`config.mk`:
```
export PLATFORM = sky130hd
export DESIGN_NAME = clock_tree_frequency_calculator_core
export DESIGN_NICKNAME = d
export VERILOG_FILES = /design/src/rtl/core/ctfc_pkg.sv /design/src/rtl/core/ctfc_div_cell.sv /design/src/rtl/core/clock_tree_frequency_calculator_core.sv
export SDC_FILE = /design/constraint.sdc
export NUM_CORES = 2
export LEC_CHECK = 0
export ABC_AREA = 1
export BUFFER_PORTS_ARGS = -buffer_cell sky130_fd_sc_hd__buf_2
export CORE_MARGIN = 10
export CORE_UTILIZATION = 30
export DETAILED_ROUTE_END_ITERATION = 6
export PLACE_DENSITY = 0.51
export SLEW_MARGIN = 30
export SYNTH_ARGS = -nofsm -noshare
export SYNTH_HDL_FRONTEND = slang
export SYNTH_SLANG_ARGS = --single-unit
```
`constraint.sdc`:
```
create_clock -name clk_i -period 14.5 [get_ports clk_i]
set_clock_uncertainty 0.05 [all_clocks]
set_input_delay 0.725 -clock clk_i [delete_from_list [all_inputs] [get_ports clk_i]]
set_output_delay 0.725 -clock clk_i [all_outputs]
set_load 0.02 [all_outputs]
```
`src/rtl/core/ctfc_pkg.sv`:
```
`default_nettype none

package ctfc_pkg;

  // field and datapath widths
  localparam int unsigned OscW    = 26;
  localparam int unsigned FreqW   = 32;
  localparam int unsigned NW      = 9;
  localparam int unsigned MW      = 6;
  localparam int unsigned DivW    = OscW + NW;   // full width of ref * N
  localparam int unsigned CfgIdxW = 2;

  // configuration register indexes
  localparam logic [CfgIdxW-1:0] CfgIntOsc = CfgIdxW'(0);
  localparam logic [CfgIdxW-1:0] CfgExtOsc = CfgIdxW'(1);

  // oscillator reset values
  localparam logic [OscW-1:0] IntOscReset = OscW'(16000000);
  localparam logic [OscW-1:0] ExtOscReset = OscW'(8000000);

  // system clock source codes
  localparam logic [1:0] SrcInt = 2'd0;
  localparam logic [1:0] SrcExt = 2'd1;
  localparam logic [1:0] SrcPll = 2'd2;

  // flash wait state thresholds and limits
  localparam logic [FreqW-1:0] Ws0Max     = FreqW'(30000000);
  localparam logic [FreqW-1:0] Ws1Max     = FreqW'(64000000);
  localparam logic [FreqW-1:0] Ws2Max     = FreqW'(90000000);
  localparam logic [FreqW-1:0] Ws3Max     = FreqW'(120000000);
  localparam logic [FreqW-1:0] Ws4Max     = FreqW'(150000000);
  localparam logic [FreqW-1:0] SysMax     = FreqW'(168000000);
  localparam logic [DivW-1:0]  VcoMin     = DivW'(100000000);
  localparam logic [DivW-1:0]  VcoMax     = DivW'(432000000);
  localparam logic [NW-1:0]    NMin       = NW'(2);
  localparam logic [NW-1:0]    NLimit     = NW'(433);
  localparam logic [2:0]       WsTooFast  = 3'd5;

  typedef enum logic [2:0] {
    StOk       = 3'd0,
    StMSmall   = 3'd1,
    StNRange   = 3'd2,
    StVcoRange = 3'd3,
    StTooFast  = 3'd4
  } status_e;

  // request fields that ride along with the divider
  typedef struct packed {
    logic [1:0]    src;
    logic [3:0]    ahb;
    logic [2:0]    apb1;
    logic [2:0]    apb2;
    logic [NW-1:0] n;
    logic [MW-1:0] m;
    logic [1:0]    pcode;
  } side_t;

  // one divider cell's contents: dividend bits shift out at the top while
  // quotient bits shift in at the bottom
  typedef struct packed {
    logic [DivW-1:0] word;
    logic [MW-1:0]   rem;
    side_t           side;
  } div_t;

  // divide by zero is taken as divide by one
  function automatic logic [MW-1:0] divisor_of(input logic [MW-1:0] m);
    divisor_of = (m == '0) ? MW'(1) : m;
  endfunction

  function automatic logic [3:0] ahb_shift(input logic [3:0] code);
    logic [3:0] sh;
    if (!code[3]) begin
      sh = 4'd0;
    end else if (!code[2]) begin
      sh = 4'd1 + {2'b00, code[1:0]};
    end else begin
      sh = 4'd6 + {2'b00, code[1:0]};
    end
    ahb_shift = sh;
  endfunction

  function automatic logic [3:0] apb_shift(input logic [2:0] code);
    apb_shift = code[2] ? (4'd1 + {2'b00, code[1:0]}) : 4'd0;
  endfunction

  // rounded divide by a power of two; result always fits 32 bits
  function automatic logic [FreqW-1:0] bus_div(input logic [FreqW-1:0] sys,
                                               input logic [3:0] sh);
    logic [FreqW:0] half;
    logic [FreqW:0] sum;
    half = (sh == 4'd0) ? '0 : ((FreqW+1)'(1) << (sh - 4'd1));
    sum  = {1'b0, sys} + half;
    bus_div = FreqW'(sum >> sh);
  endfunction

  function automatic logic [FreqW-1:0] sat32(input logic [DivW:0] x);
    sat32 = (|x[DivW:FreqW]) ? '1 : x[FreqW-1:0];
  endfunction

endpackage

`default_nettype wire

```
`src/rtl/core/ctfc_div_cell.sv`:
```
`default_nettype none

module ctfc_div_cell (
  input  wire logic           clk_i,
  input  wire logic           rst_ni,
  input  wire logic           valid_i,
  output logic                ready_o,
  input  wire ctfc_pkg::div_t data_i,
  output logic                valid_o,
  input  wire logic           ready_i,
  output ctfc_pkg::div_t      data_o
);
  import ctfc_pkg::*;

  logic          valid_q;
  div_t          data_q;
  div_t          data_d;
  logic [MW:0]   partial;
  logic [MW:0]   dvs;
  logic          ge;

  // one restoring step: bring down the next dividend bit, subtract if it fits
  always_comb begin
    dvs     = {1'b0, divisor_of(data_i.side.m)};
    partial = {data_i.rem, data_i.word[DivW-1]};
    ge      = (partial >= dvs);
    data_d      = data_i;
    data_d.rem  = ge ? MW'(partial - dvs) : MW'(partial);
    data_d.word = {data_i.word[DivW-2:0], ge};
  end

  assign ready_o = !valid_q || ready_i;

  // occupancy
  always_ff @(posedge clk_i or negedge rst_ni) begin
    if (!rst_ni) begin
      valid_q <= 1'b0;
    end else if (ready_o) begin
      valid_q <= valid_i;
    end
  end

  // payload
  always_ff @(posedge clk_i) begin
    if (valid_i && ready_o) begin
      data_q <= data_d;
    end
  end

  assign valid_o = valid_q;
  assign data_o  = data_q;

  // partial remainder stays below the divisor
  assert property (@(posedge clk_i) disable iff (!rst_ni)
    valid_q |-> ({1'b0, data_q.rem} < {1'b0, divisor_of(data_q.side.m)}))
    else $error("divider cell remainder not below divisor");

  // a held request leaves only when the next cell takes it
  assert property (@(posedge clk_i) disable iff (!rst_ni)
    (valid_q && !ready_i) |=> valid_q)
    else $error("divider cell dropped a request");

  // a taken request shows up in the cell
  assert property (@(posedge clk_i) disable iff (!rst_ni)
    (valid_i && ready_o) |=> valid_q)
    else $error("divider cell lost an accepted request");

endmodule

`default_nettype wire

```
`src/rtl/core/clock_tree_frequency_calculator_core.sv`:
```
`default_nettype none

// Clock tree frequency calculator. Each request (one snapshot of clock
// control fields) yields one result: VCO, system, AHB and both APB
// frequencies with round-to-nearest division, flash wait states and a status
// code. A new request is taken every cycle while the output is not stalled.
// A request passes the ref * N multiply register, then the divide by M, which
// runs through a row of 35 cells that each settle one quotient bit, then the
// system clock and bus clock registers. Empty slots in the row close up while
// the output is stalled. Oscillator registers are written through the cfg
// port while no request is in flight; the user must keep to this, not the block.
module clock_tree_frequency_calculator_core (
  input  wire logic                         clk_i,
  input  wire logic                         rst_ni,
  // configuration
  input  wire logic                         cfg_we_i,
  input  wire logic [ctfc_pkg::CfgIdxW-1:0] cfg_idx_i,
  input  wire logic [ctfc_pkg::OscW-1:0]    cfg_wdata_i,
  // request channel
  input  wire logic                         in_valid_i,
  output logic                              in_stall_o,
  input  wire logic [1:0]                   sys_source_i,
  input  wire logic [3:0]                   ahb_div_code_i,
  input  wire logic [2:0]                   apb1_div_code_i,
  input  wire logic [2:0]                   apb2_div_code_i,
  input  wire logic                         pll_input_sel_i,
  input  wire logic [8:0]                   pll_mult_n_i,
  input  wire logic [5:0]                   pll_div_m_i,
  input  wire logic [1:0]                   pll_div_p_code_i,
  // result channel
  output logic                              out_valid_o,
  input  wire logic                         out_stall_i,
  output logic [31:0]                       vco_hz_o,
  output logic [31:0]                       sysclk_hz_o,
  output logic [31:0]                       hclk_hz_o,
  output logic [31:0]                       pclk1_hz_o,
  output logic [31:0]                       pclk2_hz_o,
  output logic [2:0]                        flash_wait_states_o,
  output logic [2:0]                        status_o
);
  import ctfc_pkg::*;

  logic [OscW-1:0] int_osc_q;
  logic [OscW-1:0] ext_osc_q;

  // oscillator registers
  always_ff @(posedge clk_i or negedge rst_ni) begin
    if (!rst_ni) begin
      int_osc_q <= IntOscReset;
      ext_osc_q <= ExtOscReset;
    end else if (cfg_we_i) begin
      case (cfg_idx_i)
        CfgIntOsc: int_osc_q <= cfg_wdata_i;
        CfgExtOsc: ext_osc_q <= cfg_wdata_i;
        default: ;
      endcase
    end
  end

  // ready chain, from the output back to the input
  logic rdy_b;
  logic rdy_a;
  logic rdy_0;
  logic v0_q;
  logic va_q;
  logic vb_q;

  logic [DivW:0] chain_valid;
  logic [DivW:0] chain_ready;
  div_t          chain_data [0:DivW];

  assign rdy_b      = !vb_q || !out_stall_i;
  assign rdy_a      = !va_q || rdy_b;
  assign rdy_0      = !v0_q || chain_ready[0];
  assign in_stall_o = !rdy_0;

  // multiply stage: ref * N plus the rounding offset M/2
  logic [OscW-1:0] ref_osc;
  logic [DivW-1:0] dividend;
  div_t            s0_d;
  div_t            s0_q;

  always_comb begin
    ref_osc  = pll_input_sel_i ? ext_osc_q : int_osc_q;
    dividend = DivW'(ref_osc) * DivW'(pll_mult_n_i)
             + DivW'(pll_div_m_i >> 1);
    s0_d.word       = dividend;
    s0_d.rem        = '0;
    s0_d.side.src   = sys_source_i;
    s0_d.side.ahb   = ahb_div_code_i;
    s0_d.side.apb1  = apb1_div_code_i;
    s0_d.side.apb2  = apb2_div_code_i;
    s0_d.side.n     = pll_mult_n_i;
    s0_d.side.m     = pll_div_m_i;
    s0_d.side.pcode = pll_div_p_code_i;
  end

  always_ff @(posedge clk_i or negedge rst_ni) begin
    if (!rst_ni) begin
      v0_q <= 1'b0;
    end else if (rdy_0) begin
      v0_q <= in_valid_i;
    end
  end

  always_ff @(posedge clk_i) begin
    if (in_valid_i && rdy_0) begin
      s0_q <= s0_d;
    end
  end

  assign chain_valid[0] = v0_q;
  assign chain_data[0]  = s0_q;

  // divide by M, one quotient bit per cell
  for (genvar k = 0; k < DivW; k++) begin : g_cell
    ctfc_div_cell u_cell (
      .clk_i   (clk_i),
      .rst_ni  (rst_ni),
      .valid_i (chain_valid[k]),
      .ready_o (chain_ready[k]),
      .data_i  (chain_data[k]),
      .valid_o (chain_valid[k+1]),
      .ready_i (chain_ready[k+1]),
      .data_o  (chain_data[k+1])
    );
  end

  assign chain_ready[DivW] = rdy_a;

  // system clock stage: PLL output, source select, wait states, status
  side_t           side_c;
  logic [DivW-1:0] vco;
  logic [2:0]      p_sh;
  logic [DivW:0]   pll_sum;
  logic [DivW:0]   pll;
  logic [FreqW-1:0] sys_a;
  logic [2:0]      ws_a;
  status_e         st_a;
  logic            is_pll;

  always_comb begin
    side_c  = chain_data[DivW].side;
    vco     = chain_data[DivW].word;
    p_sh    = {1'b0, side_c.pcode} + 3'd1;
    pll_sum = {1'b0, vco} + ((DivW+1)'(1) << side_c.pcode);
    pll     = pll_sum >> p_sh;
    is_pll  = (side_c.src == SrcPll);

    case (side_c.src)
      SrcInt:  sys_a = FreqW'(int_osc_q);
      SrcExt:  sys_a = FreqW'(ext_osc_q);
      SrcPll:  sys_a = sat32(pll);
      default: sys_a = '0;
    endcase

    if (sys_a <= Ws0Max) begin
      ws_a = 3'd0;
    end else if (sys_a <= Ws1Max) begin
      ws_a = 3'd1;
    end else if (sys_a <= Ws2Max) begin
      ws_a = 3'd2;
    end else if (sys_a <= Ws3Max) begin
      ws_a = 3'd3;
    end else if (sys_a <= Ws4Max) begin
      ws_a = 3'd4;
    end else begin
      ws_a = WsTooFast;
    end

    if (is_pll && (side_c.n < NMin || side_c.n >= NLimit)) begin
      st_a = StNRange;
    end else if (is_pll && side_c.m <= MW'(1)) begin
      st_a = StMSmall;
    end else if (is_pll && (vco < VcoMin || vco > VcoMax)) begin
      st_a = StVcoRange;
    end else if (sys_a > SysMax) begin
      st_a = StTooFast;
    end else begin
      st_a = StOk;
    end
  end

  logic [FreqW-1:0] vco_a_q;
  logic [FreqW-1:0] sys_a_q;
  logic [2:0]       ws_a_q;
  status_e          st_a_q;
  logic [3:0]       ahb_a_q;
  logic [2:0]       apb1_a_q;
  logic [2:0]       apb2_a_q;

  always_ff @(posedge clk_i or negedge rst_ni) begin
    if (!rst_ni) begin
      va_q <= 1'b0;
    end else if (rdy_a) begin
      va_q <= chain_valid[DivW];
    end
  end

  always_ff @(posedge clk_i) begin
    if (chain_valid[DivW] && rdy_a) begin
      vco_a_q  <= sat32({1'b0, vco});
      sys_a_q  <= sys_a;
      ws_a_q   <= ws_a;
      st_a_q   <= st_a;
      ahb_a_q  <= side_c.ahb;
      apb1_a_q <= side_c.apb1;
      apb2_a_q <= side_c.apb2;
    end
  end

  // bus clock stage and output register
  logic [FreqW-1:0] vco_b_q;
  logic [FreqW-1:0] sys_b_q;
  logic [FreqW-1:0] hclk_b_q;
  logic [FreqW-1:0] pclk1_b_q;
  logic [FreqW-1:0] pclk2_b_q;
  logic [2:0]       ws_b_q;
  status_e          st_b_q;

  always_ff @(posedge clk_i or negedge rst_ni) begin
    if (!rst_ni) begin
      vb_q <= 1'b0;
    end else if (rdy_b) begin
      vb_q <= va_q;
    end
  end

  always_ff @(posedge clk_i) begin
    if (va_q && rdy_b) begin
      vco_b_q   <= vco_a_q;
      sys_b_q   <= sys_a_q;
      hclk_b_q  <= bus_div(sys_a_q, ahb_shift(ahb_a_q));
      pclk1_b_q <= bus_div(sys_a_q, apb_shift(apb1_a_q));
      pclk2_b_q <= bus_div(sys_a_q, apb_shift(apb2_a_q));
      ws_b_q    <= ws_a_q;
      st_b_q    <= st_a_q;
    end
  end

  assign out_valid_o         = vb_q;
  assign vco_hz_o            = vco_b_q;
  assign sysclk_hz_o         = sys_b_q;
  assign hclk_hz_o           = hclk_b_q;
  assign pclk1_hz_o          = pclk1_b_q;
  assign pclk2_hz_o          = pclk2_b_q;
  assign flash_wait_states_o = ws_b_q;
  assign status_o            = st_b_q;

  // too fast always comes with the top wait state count
  assert property (@(posedge clk_i) disable iff (!rst_ni)
    (out_valid_o && status_o == StTooFast) |-> (flash_wait_states_o == WsTooFast))
    else $error("too fast status without top wait states");

  // a stopped system clock needs no wait states and is never too fast
  assert property (@(posedge clk_i) disable iff (!rst_ni)
    (out_valid_o && sysclk_hz_o == '0) |->
      (flash_wait_states_o == 3'd0 && status_o != StTooFast))
    else $error("zero system clock with wait states or too fast status");

  // bus clocks never exceed the system clock
  assert property (@(posedge clk_i) disable iff (!rst_ni)
    out_valid_o |-> (hclk_hz_o <= sysclk_hz_o && pclk1_hz_o <= sysclk_hz_o
                     && pclk2_hz_o <= sysclk_hz_o))
    else $error("bus clock above system clock");

endmodule

`default_nettype wire

```
==> results_dict.tcl <==
set metrics [dict create \
    status "completed" \
    syn_avg_cell_area_um2 14.7 \
    crit_type "in2reg" \
    fin_crit_sh_pct 49.4 \
    cts_buffers 290 \
    clock_power_share_pct 25.6 \
    yosysWarningCount 0 \
    rsz0062_at_grt "no" \
    synth_edf_count 2753 \
    die_area_mm2 0.407 \
    fin_nets 8856 \
    syn_to_final_growth_pct 14.9 \
    path_clk_slew_ns 0.06 \
    netlist_instances 7791 \
    setup_ws_ns 7.34 \
    grtUsageTotal_pct 11.8 \
    numClockSinks 2843 \
    tns_ns 0 \
    dp_worst_setup_slack_ns 6.48 \
    wl_mm 246 \
    ys.flop_type "edfxtp_1" \
    worstRegToRegCells 28 \
    final_hold_viol_count 0 \
    ctsHtreeMaxLevel 5 \
    drv_cap 0 \
    holdWs_ns 0.0942 \
    dr.pass1.iters 6 \
    async_reset_ff_share_pct 3.17 \
    drc 0 \
    ys_types 67 \
    path_common_cell "nand2_1" \
    switching_share_pct 35.0 \
    netlist_area_mm2 0.115 \
    grt_pass1_wl_mm 378 \
    crit_fanout 52 \
    power_leakage_nw 49.6 \
    cts_resized 0 \
    crit_arrival_ns 7.67 \
    synth_seq_cells 2843 \
    place_inst 12900 \
    combinationalPowerShare_pct 31.9 \
    vias_per_cell 4.41 \
    finalCriticalPeriod_ns 7.16 \
    whs_path_depth 3 \
    grt.overflow.total 0 \
    cp.required_ns 15.01 \
    start_util_pct 30.2 \
    drt-wirelength-per-cell_um 18.3 \
    ir_drop_v 0.000152 \
    cp-end-kind "flop" \
    start_kind "input port" \
    cts_tree "yes" \
    ys_seq_area_share_pct 74.1 \
    io_pins 231 \
    worst_pin_slew_ns 0.926 \
    hpwl_mm 174 \
    io_buffers 230 \
    p_seq_share_pct 42.5 \
    power_density_mw_per_mm2 218 \
    max_freq_ghz 0.140 \
    root_buffer "clkbuf_16" \
    cts_setup_buffers 0 \
    max-slew-margin-rel_pct 38.3 \
    ant_nets 0 \
    core_area_mm2 0.380 \
    grt_pass1_vias 61400 \
    slowest_delay_ns 0.64 \
    grt_max_degree 86 \
    insertion_delay_ns 0.86 \
    antenna_found_initial 10 \
    clockBufferDepth 4 \
    rows 226 \
    hold_buffers 18 \
    num_vias 59500 \
    die_h_um 638 \
    die_x_um 638 \
    drv_slew 0 \
    drtIter0Drc 4401 \
    instances_no_fill 13500 \
    drive_gt1_share_pct 11.5 \
    cpMaxStageDelayCell "buf_2" \
    p_int_mw 18.6 \
    gp_congestion 0.854 \
    setup_violations 0 \
    p_sw_mw 10.0 \
    hold_path_class "in2reg" \
    finalPower_mw 28.7 \
]
layout make-up:
class / count / area [um2]
Antenna cell: 4 / 10.0
Multi-Input combinational cell: 3939 / 26000
Tap cell: 5016 / 6280
Fill cell: 36300 / 248000
Clock inverter: 169 / 1700
Sequential cell: 2843 / 84900
Timing Repair Buffer: 314 / 1940
Inverter: 845 / 3180
Clock buffer: 347 / 7620
cells by family after synthesis:
| family | count (synthesis) | synth area share (%) |
|---|---|---|
| and+or+nand+nor | 2059 | 7.86 |
| buffers and inverters | 1030 | 3.41 |
| AOI/OAI and AO/OA | 984 | 4.70 |
| DFF | 2843 | 74.1 |
| adders and majority gates | 560 | 7.47 |
| xor gates and xnor gates | 267 | 2.05 |
| muxes | 47 | 0.412 |
| other | 1 | 0.00327 |
critical path, delay by kind of cell:
| family | cells | cell delay [ns] |
|---|---|---|
| buf+inv | 4 | 1.07 |
| compound gates | 9 | 2.12 |
| fa+ha+maj | 6 | 2.80 |
| simple gates | 9 | 0.76 |
| xor+xnor | 1 | 0.14 |
final timing paths:
| path | to | from | slack [ns] |
|---|---|---|---|
| max | chain_data[2519] | pll_input_sel_i | 7.34 |
| min | int_osc_q[18] | cfg_wdata_i[18] | 0.09 |
| max reg2reg | chain_data[2519] | int_osc_q[1] | 7.53 |
| min reg2reg | g_cell[18].u_cell.data_o[69] | g_cell[17].u_cell.data_o[68] | 0.33 |
| max in group asynchronous | g_cell[3].u_cell.valid_o | rst_ni | 12.87 |
| min in group asynchronous | out_valid_o | rst_ni | 0.35 |
sequential cells by signal, summed over array words and instances, names as in the netlist:
signal	count
ahb_a_q	4
apb1_a_q	3
apb2_a_q	3
chain_data	64
ext_osc_q	26
flash_wait_states_o	3
g_cell.u_cell.data_o	2443
g_cell.u_cell.valid_o	35
hclk_hz_o	32
int_osc_q	26
out_valid_o	1
pclk1_hz_o	32
pclk2_hz_o	32
st_a_q	3
status_o	3
sys_a_q	32
sysclk_hz_o	32
v0_q	1
va_q	1
vco_a_q	32
vco_hz_o	32
ws_a_q	3
cell usage after synthesis, drive strengths merged, types with 2 or more instances:
cell	count	share of area [%]
edfxtp	2753	72
nand2	1088	3.6
inv	835	2.7
nor2	508	1.8
o21ai	440	1.9
a21oi	388	1.7
ha	353	3.9
nand3	224	1.0
fa	207	3.6
xor2	171	1.3
clkbuf	166	0.54
nor3	105	0.48
xnor2	96	0.73
dfrtp	76	1.7
nand4	54	0.44
mux2i	46	0.40
o21bai	38	0.25
a31o	35	0.27
or3b	24	0.18
o22ai	23	0.13
nor4	22	0.13
or2	22	0.12
buf	19	0.095
o211ai	17	0.11
dfstp	14	0.32
clkinv	10	0.034
a21boi	8	0.052
a31oi	7	0.051
o21a	7	0.046
nand3b	6	0.043
o221ai	6	0.046
a311oi	4	0.031
or3	4	0.022
a211oi	3	0.020
a21o	3	0.020
o2111ai	2	0.015
stage by stage:
step	instance area [um2]	utilization, %
after CTS	132000	34.7
after floorplan	115000	-
after global routing	132000	34.7
final	132000	34.7
after global placement	122000	32.1
after detailed placement	122000	32.1
power by group through the flow:
| stage | registers [mW] | clock network [mW] | logic [mW] |
|---|---|---|---|
| detailed placement | 12.4 | 0 | 9.14 |
| floorplan | 12.2 | 0 | 6.20 |
| global route | 12.3 | 7.92 | 10.3 |
| CTS | 12.2 | 7.57 | 9.22 |
| global placement | 12.3 | 0 | 9.11 |
| finish | 12.2 | 7.35 | 9.15 |
layout by cell type (no fill, tap or decap), types with 10 or more instances in the layout:
cell	n
inv_2	43
inv_1	790
buf_2	229
buf_6	10
fa_1	207
nor4_1	20
o22ai_1	23
buf_4	52
dlygate4sd3_1	18
nand4_1	39
conb_1	22
nor2_1	464
or3b_2	24
clkbuf_1	50
or2_2	22
ha_1	353
nor2_2	12
clkinvlp_4	14
bufinv_16	28
o21bai_1	37
xor2_1	170
dfrtp_1	76
nand2_2	21
clkinv_1	55
clkbuf_16	297
o21ai_1	24
xnor2_1	96
edfxtp_1	2753
o211ai_1	17
inv_6	11
nor2_4	32
o21ai_0	413
a21oi_1	381
mux2i_1	46
nor3_1	99
clkinv_2	58
a31o_2	35
nand2_1	1061
dfstp_2	14
nand3_1	218
per-layer routing:
metal,vias to the layer above,global-route usage [%],wire length [um]
li1,28500,-,-
met1,29500,16.1,113000
met2,1139,19.5,117000
met3,409,1.81,9990
met4,0,3.38,6880
met5,-,0,0
(Power assumes the default switching activity.)
